===== config.mk =====
export PLATFORM = sky130hd
export DESIGN_NAME = touch_swipe_direction_detector
export DESIGN_NICKNAME = d
export VERILOG_FILES = /design/src/sv/tsd_pkg.sv /design/src/sv/tsd_track.sv /design/src/sv/tsd_classify.sv /design/src/sv/touch_swipe_direction_detector.sv
export SDC_FILE = /design/constraint.sdc
export NUM_CORES = 1
export LEC_CHECK = 0
export BUFFER_PORTS_ARGS = -buffer_cell sky130_fd_sc_hd__buf_4
export CAP_MARGIN = 10
export CORE_MARGIN = 8
export CORE_UTILIZATION = 35
export CTS_CLUSTER_SIZE = 12
export DETAILED_ROUTE_END_ITERATION = 8
export SLEW_MARGIN = 20
export SYNTH_ARGS = -nofsm -noshare
export SYNTH_HDL_FRONTEND = slang
export SYNTH_HIERARCHICAL = 1
export SYNTH_SLANG_ARGS = --single-unit

===== constraint.sdc =====
create_clock -name clk -period 9.8 [get_ports clk]
set_input_delay 0.98 -clock clk [delete_from_list [all_inputs] [get_ports clk]]
set_output_delay 0.98 -clock clk [all_outputs]
set_load 0.1 [all_outputs]

===== src/sv/tsd_pkg.sv =====
// ----------------------------------------------------------------------------
// tsd_pkg
// Shared codes and widths for the touch swipe direction detector.
// ----------------------------------------------------------------------------
package tsd_pkg;

	localparam int TYPE_W   = 5;
	localparam int CODE_W   = 10;
	localparam int VALUE_W  = 16;
	localparam int DIR_W    = 3;
	localparam int MARGIN_W = 16;
	localparam int CFG_IDX_W = 1;

	localparam logic [TYPE_W-1:0] EVT_KEY = 5'd1;
	localparam logic [TYPE_W-1:0] EVT_ABS = 5'd3;

	localparam logic [CODE_W-1:0] AXIS_X       = 10'd0;
	localparam logic [CODE_W-1:0] AXIS_Y       = 10'd1;
	localparam logic [CODE_W-1:0] TOUCH_BUTTON = 10'd330;

	localparam logic [DIR_W-1:0] DIR_NONE  = 3'd0;
	localparam logic [DIR_W-1:0] DIR_UP    = 3'd1;
	localparam logic [DIR_W-1:0] DIR_DOWN  = 3'd2;
	localparam logic [DIR_W-1:0] DIR_LEFT  = 3'd3;
	localparam logic [DIR_W-1:0] DIR_RIGHT = 3'd4;

	localparam logic [CFG_IDX_W-1:0] REG_VERTICAL_MARGIN   = 1'd0;
	localparam logic [CFG_IDX_W-1:0] REG_HORIZONTAL_MARGIN = 1'd1;

	localparam logic [MARGIN_W-1:0] VERTICAL_MARGIN_RST   = 16'd100;
	localparam logic [MARGIN_W-1:0] HORIZONTAL_MARGIN_RST = 16'd50;

endpackage


===== src/sv/tsd_track.sv =====
// ----------------------------------------------------------------------------
// tsd_track
// Decodes touch events, tracks start and latest coordinates and captures
// a snapshot of them on every touch release.
// ----------------------------------------------------------------------------
module tsd_track #(
	parameter int COORD_BITS = 16
) (
	input  logic                          clk,
	input  logic                          arst_n,
	input  logic                          in_valid,
	output logic                          in_stall,
	input  logic [tsd_pkg::TYPE_W-1:0]    event_type,
	input  logic [tsd_pkg::CODE_W-1:0]    event_code,
	input  logic [tsd_pkg::VALUE_W-1:0]   event_value,
	input  logic                          snap_ready,
	output logic                          snap_valid,
	output logic [COORD_BITS-1:0]         start_x,
	output logic [COORD_BITS-1:0]         start_y,
	output logic [COORD_BITS-1:0]         latest_x,
	output logic [COORD_BITS-1:0]         latest_y
);
	import tsd_pkg::*;

	logic [COORD_BITS-1:0] start_x_q, start_y_q, latest_x_q, latest_y_q;
	logic                  await_x_q, await_y_q;
	logic                  valid_s1;
	logic [COORD_BITS-1:0] start_x_s1, start_y_s1, latest_x_s1, latest_y_s1;
	logic [COORD_BITS-1:0] coord;
	logic                  accept, is_x, is_y, is_release;

	// saturate the coordinate into the tracked range
	generate
		if (COORD_BITS >= VALUE_W) begin : g_wide
			assign coord = COORD_BITS'(event_value);
		end else begin : g_narrow
			localparam logic [VALUE_W-1:0] LIMIT = VALUE_W'((1 << COORD_BITS) - 1);
			assign coord = (event_value > LIMIT) ? {COORD_BITS{1'b1}}
				: event_value[COORD_BITS-1:0];
		end
	endgenerate

	assign in_stall   = valid_s1 && !snap_ready;
	assign accept     = in_valid && !in_stall;
	assign is_x       = (event_type == EVT_ABS) && (event_code == AXIS_X);
	assign is_y       = (event_type == EVT_ABS) && (event_code == AXIS_Y);
	assign is_release = (event_type == EVT_KEY) && (event_code == TOUCH_BUTTON)
		&& (event_value == '0);

	always_ff @(posedge clk or negedge arst_n) begin
		if (!arst_n) begin
			start_x_q  <= '0;
			start_y_q  <= '0;
			latest_x_q <= '0;
			latest_y_q <= '0;
			await_x_q  <= 1'b1;
			await_y_q  <= 1'b1;
		end else if (accept) begin
			if (is_x) begin
				latest_x_q <= coord;
				await_x_q  <= 1'b0;
				if (await_x_q)
					start_x_q <= coord;
			end
			if (is_y) begin
				latest_y_q <= coord;
				await_y_q  <= 1'b0;
				if (await_y_q)
					start_y_q <= coord;
			end
			if (is_release) begin
				await_x_q <= 1'b1;
				await_y_q <= 1'b1;
			end
		end
	end

	always_ff @(posedge clk or negedge arst_n) begin
		if (!arst_n) begin
			valid_s1 <= 1'b0;
		end else if (!valid_s1 || snap_ready) begin
			valid_s1 <= accept && is_release;
		end
	end

	// snapshot of the swipe at release
	always_ff @(posedge clk) begin
		if (accept && is_release) begin
			start_x_s1  <= start_x_q;
			start_y_s1  <= start_y_q;
			latest_x_s1 <= latest_x_q;
			latest_y_s1 <= latest_y_q;
		end
	end

	assign snap_valid = valid_s1;
	assign start_x    = start_x_s1;
	assign start_y    = start_y_s1;
	assign latest_x   = latest_x_s1;
	assign latest_y   = latest_y_s1;

endmodule


===== src/sv/tsd_classify.sv =====
// ----------------------------------------------------------------------------
// tsd_classify
// Compares vertical and horizontal travel against the margins and holds
// the resulting direction in the output register.
// ----------------------------------------------------------------------------
module tsd_classify #(
	parameter int COORD_BITS = 16
) (
	input  logic                          clk,
	input  logic                          arst_n,
	input  logic                          snap_valid,
	output logic                          snap_ready,
	input  logic [COORD_BITS-1:0]         start_x,
	input  logic [COORD_BITS-1:0]         start_y,
	input  logic [COORD_BITS-1:0]         latest_x,
	input  logic [COORD_BITS-1:0]         latest_y,
	input  logic [tsd_pkg::MARGIN_W-1:0]  vertical_margin,
	input  logic [tsd_pkg::MARGIN_W-1:0]  horizontal_margin,
	output logic                          out_valid,
	input  logic                          out_stall,
	output logic [tsd_pkg::DIR_W-1:0]     swipe_direction
);
	import tsd_pkg::*;

	localparam int BASE_W = (COORD_BITS > MARGIN_W) ? COORD_BITS : MARGIN_W;
	localparam int SUM_W  = BASE_W + 1;

	logic [COORD_BITS-1:0] dx, dy;
	logic                  x_neg, y_neg;
	logic [SUM_W-1:0]      dx_w, dy_w, v_lim, h_lim;
	logic [DIR_W-1:0]      dir;
	logic                  valid_q;
	logic [DIR_W-1:0]      dir_q;

	assign x_neg = latest_x < start_x;
	assign y_neg = latest_y < start_y;
	assign dx    = x_neg ? (start_x - latest_x) : (latest_x - start_x);
	assign dy    = y_neg ? (start_y - latest_y) : (latest_y - start_y);
	assign dx_w  = SUM_W'(dx);
	assign dy_w  = SUM_W'(dy);
	assign v_lim = SUM_W'(vertical_margin) + dx_w;
	assign h_lim = SUM_W'(horizontal_margin) + dy_w;

	always_comb begin
		if (dy_w > v_lim)
			dir = y_neg ? DIR_UP : DIR_DOWN;
		else if (dx_w > h_lim)
			dir = x_neg ? DIR_LEFT : DIR_RIGHT;
		else
			dir = DIR_NONE;
	end

	assign snap_ready = !valid_q || !out_stall;

	always_ff @(posedge clk or negedge arst_n) begin
		if (!arst_n) begin
			valid_q <= 1'b0;
		end else if (snap_ready) begin
			valid_q <= snap_valid;
		end
	end

	always_ff @(posedge clk) begin
		if (snap_ready && snap_valid)
			dir_q <= dir;
	end

	assign out_valid       = valid_q;
	assign swipe_direction = dir_q;

endmodule


===== src/sv/touch_swipe_direction_detector.sv =====
// ----------------------------------------------------------------------------
// touch_swipe_direction_detector
// Classifies a touch swipe as up, down, left, right or none on each
// touch release, from the first and latest X/Y positions of the touch.
//
//   channel  signals                                        dir
//   in       in_valid, in_stall, event_type/code/value      sink
//   out      out_valid, out_stall, swipe_direction          source
//   cfg      cfg_wr_en, cfg_index, cfg_wdata                sink
//
// one event per cycle while in_stall is low; a release gives its direction
// through the snapshot stage and the output register, other events give no result
// coordinate state updates on the accepting edge
// arst_n clears control state and loads the default margins
// out_stall backs up through one snapshot stage before in_stall rises
// ----------------------------------------------------------------------------
module touch_swipe_direction_detector #(
	parameter int COORD_BITS = 16
) (
	input  logic                           clk,
	input  logic                           arst_n,
	input  logic                           in_valid,
	output logic                           in_stall,
	input  logic [tsd_pkg::TYPE_W-1:0]     event_type,
	input  logic [tsd_pkg::CODE_W-1:0]     event_code,
	input  logic [tsd_pkg::VALUE_W-1:0]    event_value,
	output logic                           out_valid,
	input  logic                           out_stall,
	output logic [tsd_pkg::DIR_W-1:0]      swipe_direction,
	input  logic                           cfg_wr_en,
	input  logic [tsd_pkg::CFG_IDX_W-1:0]  cfg_index,
	input  logic [tsd_pkg::MARGIN_W-1:0]   cfg_wdata
);
	import tsd_pkg::*;

	logic [MARGIN_W-1:0]   vmargin_q, hmargin_q;
	logic                  snap_valid, snap_ready;
	logic [COORD_BITS-1:0] start_x, start_y, latest_x, latest_y;

	always_ff @(posedge clk or negedge arst_n) begin
		if (!arst_n) begin
			vmargin_q <= VERTICAL_MARGIN_RST;
			hmargin_q <= HORIZONTAL_MARGIN_RST;
		end else if (cfg_wr_en) begin
			case (cfg_index)
				REG_VERTICAL_MARGIN:   vmargin_q <= cfg_wdata;
				REG_HORIZONTAL_MARGIN: hmargin_q <= cfg_wdata;
				default: ;
			endcase
		end
	end

	tsd_track #(.COORD_BITS(COORD_BITS)) u_track (
		.clk         (clk),
		.arst_n      (arst_n),
		.in_valid    (in_valid),
		.in_stall    (in_stall),
		.event_type  (event_type),
		.event_code  (event_code),
		.event_value (event_value),
		.snap_ready  (snap_ready),
		.snap_valid  (snap_valid),
		.start_x     (start_x),
		.start_y     (start_y),
		.latest_x    (latest_x),
		.latest_y    (latest_y)
	);

	tsd_classify #(.COORD_BITS(COORD_BITS)) u_classify (
		.clk               (clk),
		.arst_n            (arst_n),
		.snap_valid        (snap_valid),
		.snap_ready        (snap_ready),
		.start_x           (start_x),
		.start_y           (start_y),
		.latest_x          (latest_x),
		.latest_y          (latest_y),
		.vertical_margin   (vmargin_q),
		.horizontal_margin (hmargin_q),
		.out_valid         (out_valid),
		.out_stall         (out_stall),
		.swipe_direction   (swipe_direction)
	);

endmodule


# Yosys cells after proc, flatten, opt, wreduce, memory -nomap -nowiden
# Cells that the tools add are included.
totals:
  ff_bits: 167
  input_bits: 53
  out_inout_bits: 5
  wordCells: 67
op_classes:
  n_addsub: 6
  n_lt_le_gt_ge: 4
  eq_ne: 4
  muxes: 10
  n_bitwise: 1
  reduce_logical: 27
op_table:
  columns: ["op", "n"]
  rows:
  - ["$sub 16x16->16", 4]
  - ["$add 16x16->17", 2]
  - ["$gt 16x17->1", 2]
  - ["$lt 16x16->1", 2]
  - ["$mux 16", 2]
  - ["$logic_not 16->1", 1]
  - ["$reduce_and 2->1", 6]
  - ["$eq 10x1->1 const B", 1]
  - ["$eq 10x9->1 const B", 1]
  - ["$logic_not 10->1", 1]
  - ["$mux 3", 3]
  - ["$logic_and 1x1->1", 8]
  - ["$reduce_and 3->1", 2]
  - ["$eq 5x1->1 const B", 1]
  - ["$eq 5x2->1 const B", 1]
  - ["$logic_not 1->1", 5]
  - ["$mux 1", 4]
  - ["$reduce_bool 2->1", 2]
  - ["$logic_or 1x1->1", 2]
  - ["$mux 2", 1]
  - ["$not 1->1", 1]

# Depth between registers and ports, before layout
depth:
  word_depth: 7
  depth_mapped: 30
  mapped_depth_nobuf: 29

# Modules after synthesis
# Netlist, hierarchy kept.
modules_own_cells:
  columns: ["module", "n_inst", "cells_each", "area_per_inst_um2", "seq_area_each_um2"]
  rows:
  - ["tsd_classify", 1, 710, 5322.6, 115.1]
  - ["tsd_track", 1, 227, 4601.9, 3601.0]
  - ["touch_swipe_direction_detector", 1, 69, 1260.0, 808.3]

# Worst setup path before layout
# No wires, ideal clock.
synth_timing:
  path_kind: "input to register"
  from: "input out_stall"
  to: "register u_track.valid_s1 (netlist: u_track/snap_valid)"
  setup_time_ns: 0.103
  arrival_ns: 8.957
  required_ns: 9.697
  path_slack_ns: 0.740
  cell_stages: 6
  path_buffers: 1
  cell_sequence: "nand2_1 > nor2b_1 > nand4bb_1 > buf_2 > nor4_1 > or2_2"
synth_between:
  elab_chain_cells: 7
  elab_cells_between_ends: 8
  cone_classes: "reduce/logical (8)"
synth_lines:
  columns: ["item", "line_no", "text"]
  rows:
  - ["start, declared", "touch_swipe_direction_detector.sv:28", "input logic out_stall,"]
  - ["$logic_not 1->1", "tsd_classify.sv:53", "assign snap_ready = !valid_q || !out_stall;"]
  - ["$logic_or 1x1->1", "tsd_classify.sv:53", null]
  - ["$logic_not 1->1", "tsd_track.sv:43", "assign in_stall = valid_s1 && !snap_ready;"]
  - ["$logic_and 1x1->1", "tsd_track.sv:43", null]
  - ["via in_stall", "touch_swipe_direction_detector.sv:23", "output logic in_stall,"]
  - ["$logic_not 1->1", "tsd_track.sv:44", "assign accept = in_valid && !in_stall;"]
  - ["$logic_and 1x1->1", "tsd_track.sv:44", null]
  - ["$logic_and 1x1->1", "tsd_track.sv:82", "valid_s1 <= accept && is_release;"]
  - ["end signal, assigned", "tsd_track.sv:82", null]
  - ["end, declared", "tsd_track.sv:27", "logic valid_s1;"]
# The timed path passes the listed nets, and every way through them passes these cells.
# A chain may end at the register's enable or synchronous reset.

# Worst setup path in the final report
layout_timing:
  from: "register u_track.latest_x_s1[0] (netlist: u_track/latest_x[0])"
  to: "register u_classify.dir_q[1] (netlist: u_classify/swipe_direction[1]) (data pin)"
layout_between:
  elab_chain_cells: 5
  elab_cells_between_ends: 10
  cone_classes: "add/sub (3); order compare (3); mux (4)"
layout_lines:
  columns: ["item", "line_no", "text"]
  rows:
  - ["start, declared", "tsd_track.sv:28", "logic [COORD_BITS-1:0] start_x_s1, start_y_s1, latest_x_s1, latest_y_s1;"]
  - ["start signal, assigned", "tsd_track.sv:91", "latest_x_s1 <= latest_x_q;"]
  - ["$sub 16x16->16 or $lt 16x16->1 (tied branches)", "tsd_classify.sv:37, tsd_classify.sv:35", null]
  - ["$mux 16", "tsd_classify.sv:37", "assign dx = x_neg ? (start_x - latest_x) : (latest_x - start_x);"]
  - ["$add 16x16->17 or $gt 16x17->1 (tied branches)", "tsd_classify.sv:41, tsd_classify.sv:47", null]
  - ["$gt 16x17->1 or $mux 3 (tied branches)", "tsd_classify.sv:45, tsd_classify.sv:47", null]
  - ["$mux 3 *", "tsd_classify.sv:45", "if (dy_w > v_lim)"]
  - ["via u_classify.dir[1]", "tsd_classify.sv:31", "logic [DIR_W-1:0] dir;"]
  - ["end signal, assigned", "tsd_classify.sv:65", "dir_q <= dir;"]
  - ["end, declared", "tsd_classify.sv:33", "logic [DIR_W-1:0] dir_q;"]
# Mark *: on every way through the listed nets, which the timed path passes. The rest lies on a longest branch.

==> flow_summary.toml <==
[pwr]
comb_power_share_pct = 11.7
sequential_power_share_pct = 47.6
power_leakage_nw = 5.77
powerDensity_nw_per_um2 = 127
power.switching_fraction_pct = 25.5
switching_power_w = 0.000409
power_report.internal_total_w = 0.00119
max-vdd-ir-drop_mv = 0.120
power.share.clock_pct = 40.7

[critical_path]
worst_ep_arrival_time_ns = 7.25
timing.critical_path.from_type = "flop"
critPathLaunch = "u_track/latest_x[0]$_DFFE_PP_"
endpoint_kind = "flop"
crit-reg2reg-launch = "u_track/latest_x[0]$_DFFE_PP_"
path_max_fanout = 18
cp_data_required_time_ns = 9.97
path_class = "flop to flop"

[sta]
post-route-min-period_ns = 7.08
finalCritPeriodShare_pct = 72.2
fin_setup_tns_ns = 0
rsz_0062_raised_after_global_routing = "false"
fin_worst_skew_ns = 0.00568
timing.hold.ws_ns = 0.440
worst_pin_slew_ns = 0.975
slew_viol_final = 0
number_of_setup_violations_in_the_final_report = 0
maxClockFrequency_mhz = 141
max_transition_margin_pct = 34.8
final-hold-violation-count = 0

[clock_network]
ctsRootBufferMaster = "sky130_fd_sc_hd__clkbuf_16"
tritoncts_clock_tree = "done"
htree_levels = 4
postCtsSetupRepairBufs = 0
cts_inserted_buffers = 17
cts_buffer_depth = 2
worstSkewPairLatency_ns = 0.43
ctsResizeCount = 0
clkSinkCount = 167
cts.clk_slew.worst_paths_ns = 0.07
post_cts_hold_buffer_count = 0

[floorplanning]
floorplan.io_pins = 58
dieWidth_um = 195
core-area_um2 = 31600
initial_core_util_pct = 35.4
dieArea_um2 = 37900
die_h_um = 195
std_cell_rows = 65

[synthesis]
synth-seq-area-share_pct = 40.5
ys_dominant_reg_cell = "sky130_fd_sc_hd__dfrtp_1"
synthArstFlopShare_pct = 59.9
synth.avg_cell_area_um2 = 11.1
synthDistinctLibCells = 74
synth_nets = 1191
synth_seq_cells = 167
synth_enable_flop_cells = 67
synthesis.instances = 1006
cell_area_after_technology_mapping_um2 = 11200
synth-warning-count = 6

[cells_and_area]
syn_to_final_growth_pct = 12.7
multi_input_area_um2 = 6160
antennaDiodeCount = 0
final_layout_size_suffix_gt1_share_pct = 21.4
final_area_um2 = 12600
final-seq-area_um2 = 4520
nNetsFinal = 1255
fillCellCount = 3069

[detailed_routing]
viasPerCell = 5.13
antenna_left = 0
route.detailed.wl_per_inst_um = 17.3
vias = 7620
remaining_drcs = 0
detailedRoute.firstPassIterationCount = 6
detailedRoute.firstIterationViolations = 330
detail_route.wirelength_um = 25700

[global_route]
grt_first_pass_wirelength_um = 41700
grt_antenna_before_repair = 1
maximum_number_of_pins_on_one_net_before_global_route_repair = 75
grt_pass1_vias = 7844
globalRouteTotalUtil_pct = 13.8
total_gr_overflow = 0

[worst_hold_path]
min_delay_path_class = "flop to flop"
timing.hold.worst.start = "u_track/latest_x_q[9]$_DFFE_PN0P_"

[placed_design]
dp_hpwl_um = 20700
portBuffers = 57
dpl-instance-area_um2 = 12000
gp_congestion = 0.877

[outcome]
run_status = "finished, final reports clean"

[run]
cap_viol_max_count = 0
-- cell usage after synthesis (3+ instances only) --
library cell | instances | area (um^2)
sky130_fd_sc_hd__a211o_1 | 6 | 52.6
sky130_fd_sc_hd__fa_1 | 6 | 120
sky130_fd_sc_hd__buf_4 | 4 | 30.0
sky130_fd_sc_hd__xnor2_1 | 25 | 219
sky130_fd_sc_hd__o21ai_0 | 27 | 135
sky130_fd_sc_hd__nand2b_1 | 8 | 50.1
sky130_fd_sc_hd__clkbuf_1 | 4 | 15.0
sky130_fd_sc_hd__o21bai_1 | 12 | 90.1
sky130_fd_sc_hd__ha_1 | 126 | 1580
sky130_fd_sc_hd__a21o_1 | 36 | 270
sky130_fd_sc_hd__nor3_1 | 18 | 90.1
sky130_fd_sc_hd__a211oi_1 | 4 | 30.0
sky130_fd_sc_hd__nand2_1 | 41 | 154
sky130_fd_sc_hd__dfrtp_1 | 92 | 2300
sky130_fd_sc_hd__o31ai_1 | 5 | 37.5
sky130_fd_sc_hd__o21a_1 | 15 | 113
sky130_fd_sc_hd__and4_1 | 5 | 43.8
sky130_fd_sc_hd__a221oi_1 | 4 | 35.0
sky130_fd_sc_hd__xor2_1 | 28 | 245
sky130_fd_sc_hd__buf_2 | 4 | 20.0
sky130_fd_sc_hd__nor2b_1 | 15 | 93.8
sky130_fd_sc_hd__buf_6 | 6 | 67.6
sky130_fd_sc_hd__edfxtp_1 | 67 | 2010
sky130_fd_sc_hd__mux2_2 | 89 | 1000
sky130_fd_sc_hd__dfstp_2 | 8 | 210
sky130_fd_sc_hd__o211ai_1 | 5 | 37.5
sky130_fd_sc_hd__a31o_2 | 5 | 43.8
sky130_fd_sc_hd__nor4_1 | 6 | 37.5
sky130_fd_sc_hd__or3_1 | 4 | 25.0
sky130_fd_sc_hd__or2_2 | 4 | 25.0
sky130_fd_sc_hd__and3_1 | 11 | 68.8
sky130_fd_sc_hd__mux2i_1 | 17 | 170
sky130_fd_sc_hd__nand4_1 | 11 | 68.8
sky130_fd_sc_hd__a2111oi_0 | 3 | 26.3
sky130_fd_sc_hd__nand3_1 | 6 | 30.0
sky130_fd_sc_hd__and2_1 | 6 | 37.5
sky130_fd_sc_hd__nor2_1 | 35 | 131
sky130_fd_sc_hd__a21oi_1 | 77 | 385
sky130_fd_sc_hd__inv_1 | 98 | 368
sky130_fd_sc_hd__a31oi_1 | 9 | 56.3
sky130_fd_sc_hd__a221o_1 | 5 | 50.1
sky130_fd_sc_hd__mux2_4 | 10 | 150
-- critical path, cell delays in order, from the launching register on --
cell	delay [ns]
sky130_fd_sc_hd__edfxtp_1	0.39
sky130_fd_sc_hd__inv_1	0.07
sky130_fd_sc_hd__ha_1	0.13
sky130_fd_sc_hd__inv_1	0.06
sky130_fd_sc_hd__fa_1	0.39
sky130_fd_sc_hd__a21o_1	0.20
sky130_fd_sc_hd__a21oi_2	0.17
sky130_fd_sc_hd__nor2_1	0.12
sky130_fd_sc_hd__o311ai_4	0.34
sky130_fd_sc_hd__a31oi_4	0.18
sky130_fd_sc_hd__nor3_4	0.77
sky130_fd_sc_hd__mux2i_1	0.30
sky130_fd_sc_hd__xor2_1	0.27
sky130_fd_sc_hd__ha_1	0.35
sky130_fd_sc_hd__a21oi_1	0.34
sky130_fd_sc_hd__or4b_2	0.63
sky130_fd_sc_hd__a21o_1	0.21
sky130_fd_sc_hd__a2111oi_0	0.38
sky130_fd_sc_hd__nor3_1	0.11
sky130_fd_sc_hd__ha_1	0.32
sky130_fd_sc_hd__nand4_1	0.08
sky130_fd_sc_hd__nor4_1	0.05
sky130_fd_sc_hd__nor3_1	0.18
sky130_fd_sc_hd__o221ai_1	0.13
sky130_fd_sc_hd__a31oi_1	0.27
sky130_fd_sc_hd__a221o_1	0.27
sky130_fd_sc_hd__o22ai_1	0.10
-- power by group through the flow --
stage | Combinational, W | Clock, W | Sequential (W)
after floorplan | 0.000123 | 0 | 0.000768
after detailed placement | 0.000188 | 0 | 0.000775
after global placement | 0.000187 | 0 | 0.000775
final | 0.000187 | 0.000653 | 0.000762
after global routing | 0.000209 | 0.000699 | 0.000765
after CTS | 0.000189 | 0.000672 | 0.000762
-- stage by stage --
step           cells  setup slack (ns)  total power (W)  utilization [%]
3_5_place_dp    1453              2.71         0.000963             38.1
5_1_grt         1485              2.19          0.00167             39.9
3_3_place_gp    1453              2.91         0.000962             38.1
6_report        1485              2.72          0.00160             39.9
2_1_floorplan   1006             0.740         0.000891                -
4_1_cts         1485              2.68          0.00162             39.9
-- cell usage in the layout, fill, tap and decap left out, types with 6 or more instances in the layout --
| cell | n |
|---|---|
| sky130_fd_sc_hd__inv_1 | 98 |
| sky130_fd_sc_hd__nand2_1 | 41 |
| sky130_fd_sc_hd__nor3_1 | 18 |
| sky130_fd_sc_hd__nor2_1 | 35 |
| sky130_fd_sc_hd__clkbuf_16 | 17 |
| sky130_fd_sc_hd__nor2b_1 | 15 |
| sky130_fd_sc_hd__xnor2_1 | 25 |
| sky130_fd_sc_hd__mux2_2 | 89 |
| sky130_fd_sc_hd__o21a_1 | 15 |
| sky130_fd_sc_hd__dfstp_2 | 8 |
| sky130_fd_sc_hd__a21oi_1 | 77 |
| sky130_fd_sc_hd__and2_1 | 6 |
| sky130_fd_sc_hd__nand3_1 | 6 |
| sky130_fd_sc_hd__o21bai_1 | 12 |
| sky130_fd_sc_hd__a21o_1 | 36 |
| sky130_fd_sc_hd__edfxtp_1 | 67 |
| sky130_fd_sc_hd__nand4_1 | 11 |
| sky130_fd_sc_hd__a211o_1 | 6 |
| sky130_fd_sc_hd__dfrtp_1 | 92 |
| sky130_fd_sc_hd__o21ai_0 | 27 |
| sky130_fd_sc_hd__nand2b_1 | 8 |
| sky130_fd_sc_hd__xor2_1 | 28 |
| sky130_fd_sc_hd__mux2_4 | 10 |
| sky130_fd_sc_hd__ha_1 | 126 |
| sky130_fd_sc_hd__buf_4 | 64 |
| sky130_fd_sc_hd__a31oi_1 | 9 |
| sky130_fd_sc_hd__fa_1 | 6 |
| sky130_fd_sc_hd__and3_1 | 11 |
| sky130_fd_sc_hd__mux2i_1 | 17 |
-- kinds of logic after synthesis --
group                    count (synthesis)  synth area share (%)
AND/OR/NAND/NOR                        189                  9.86
AO/OA/AOI/OAI                          232                  13.9
buffers and inverters                  117                  4.61
flip-flops                             167                  40.5
adder cells (fa/ha/maj)                132                  15.2
multiplexers                           116                  11.8
XOR/XNOR                                53                  4.15
-- path summary, 6_finish.rpt --
kind / endpoint / slack, ns / cells past startpoint
worst min register to register: u_track/latest_x[9]$_DFFE_PP_ / 0.44 / 0
worst max register to register: u_classify/swipe_direction[1]$_DFFE_PP_ / 2.72 / 26
max in group asynchronous: u_track/latest_y_q[12]$_DFFE_PN0P_ / 8.06 / 2
worst max-delay path: u_classify/swipe_direction[1]$_DFFE_PP_ / 2.72 / 26
worst min-delay path: u_track/latest_x[9]$_DFFE_PP_ / 0.44 / 0
min in group asynchronous: vmargin_q[4]$_DFFE_PN0P_ / 0.46 / 1
-- routing by layer --
metal,track usage [%],share of wire (%)
met5,0,0
met4,4.49,2.2
met3,2.82,3.5
met2,21.7,44
met1,18.7,50
-- cell type report --
cell class              instances  share of cell area (%)
clock buffers                  19                    3.43
clock inverters                13                    1.10
flip-flops and latches        167                    35.9
multi-input cells             722                    48.8
well taps                     402                    3.99
inverters                      98                    2.92
repair buffers                 64                    3.81
-- registers in the layout, summed over array words and instances (netlist names) --
name,count
hmargin_q,16
u_classify/out_valid,1
u_classify/swipe_direction,3
u_track/await_x_q,1
u_track/await_y_q,1
u_track/latest_x,16
u_track/latest_x_q,16
u_track/latest_y,16
u_track/latest_y_q,16
u_track/snap_valid,1
u_track/start_x,16
u_track/start_x_q,16
u_track/start_y,16
u_track/start_y_q,16
vmargin_q,16
(Power assumes the default switching activity.)
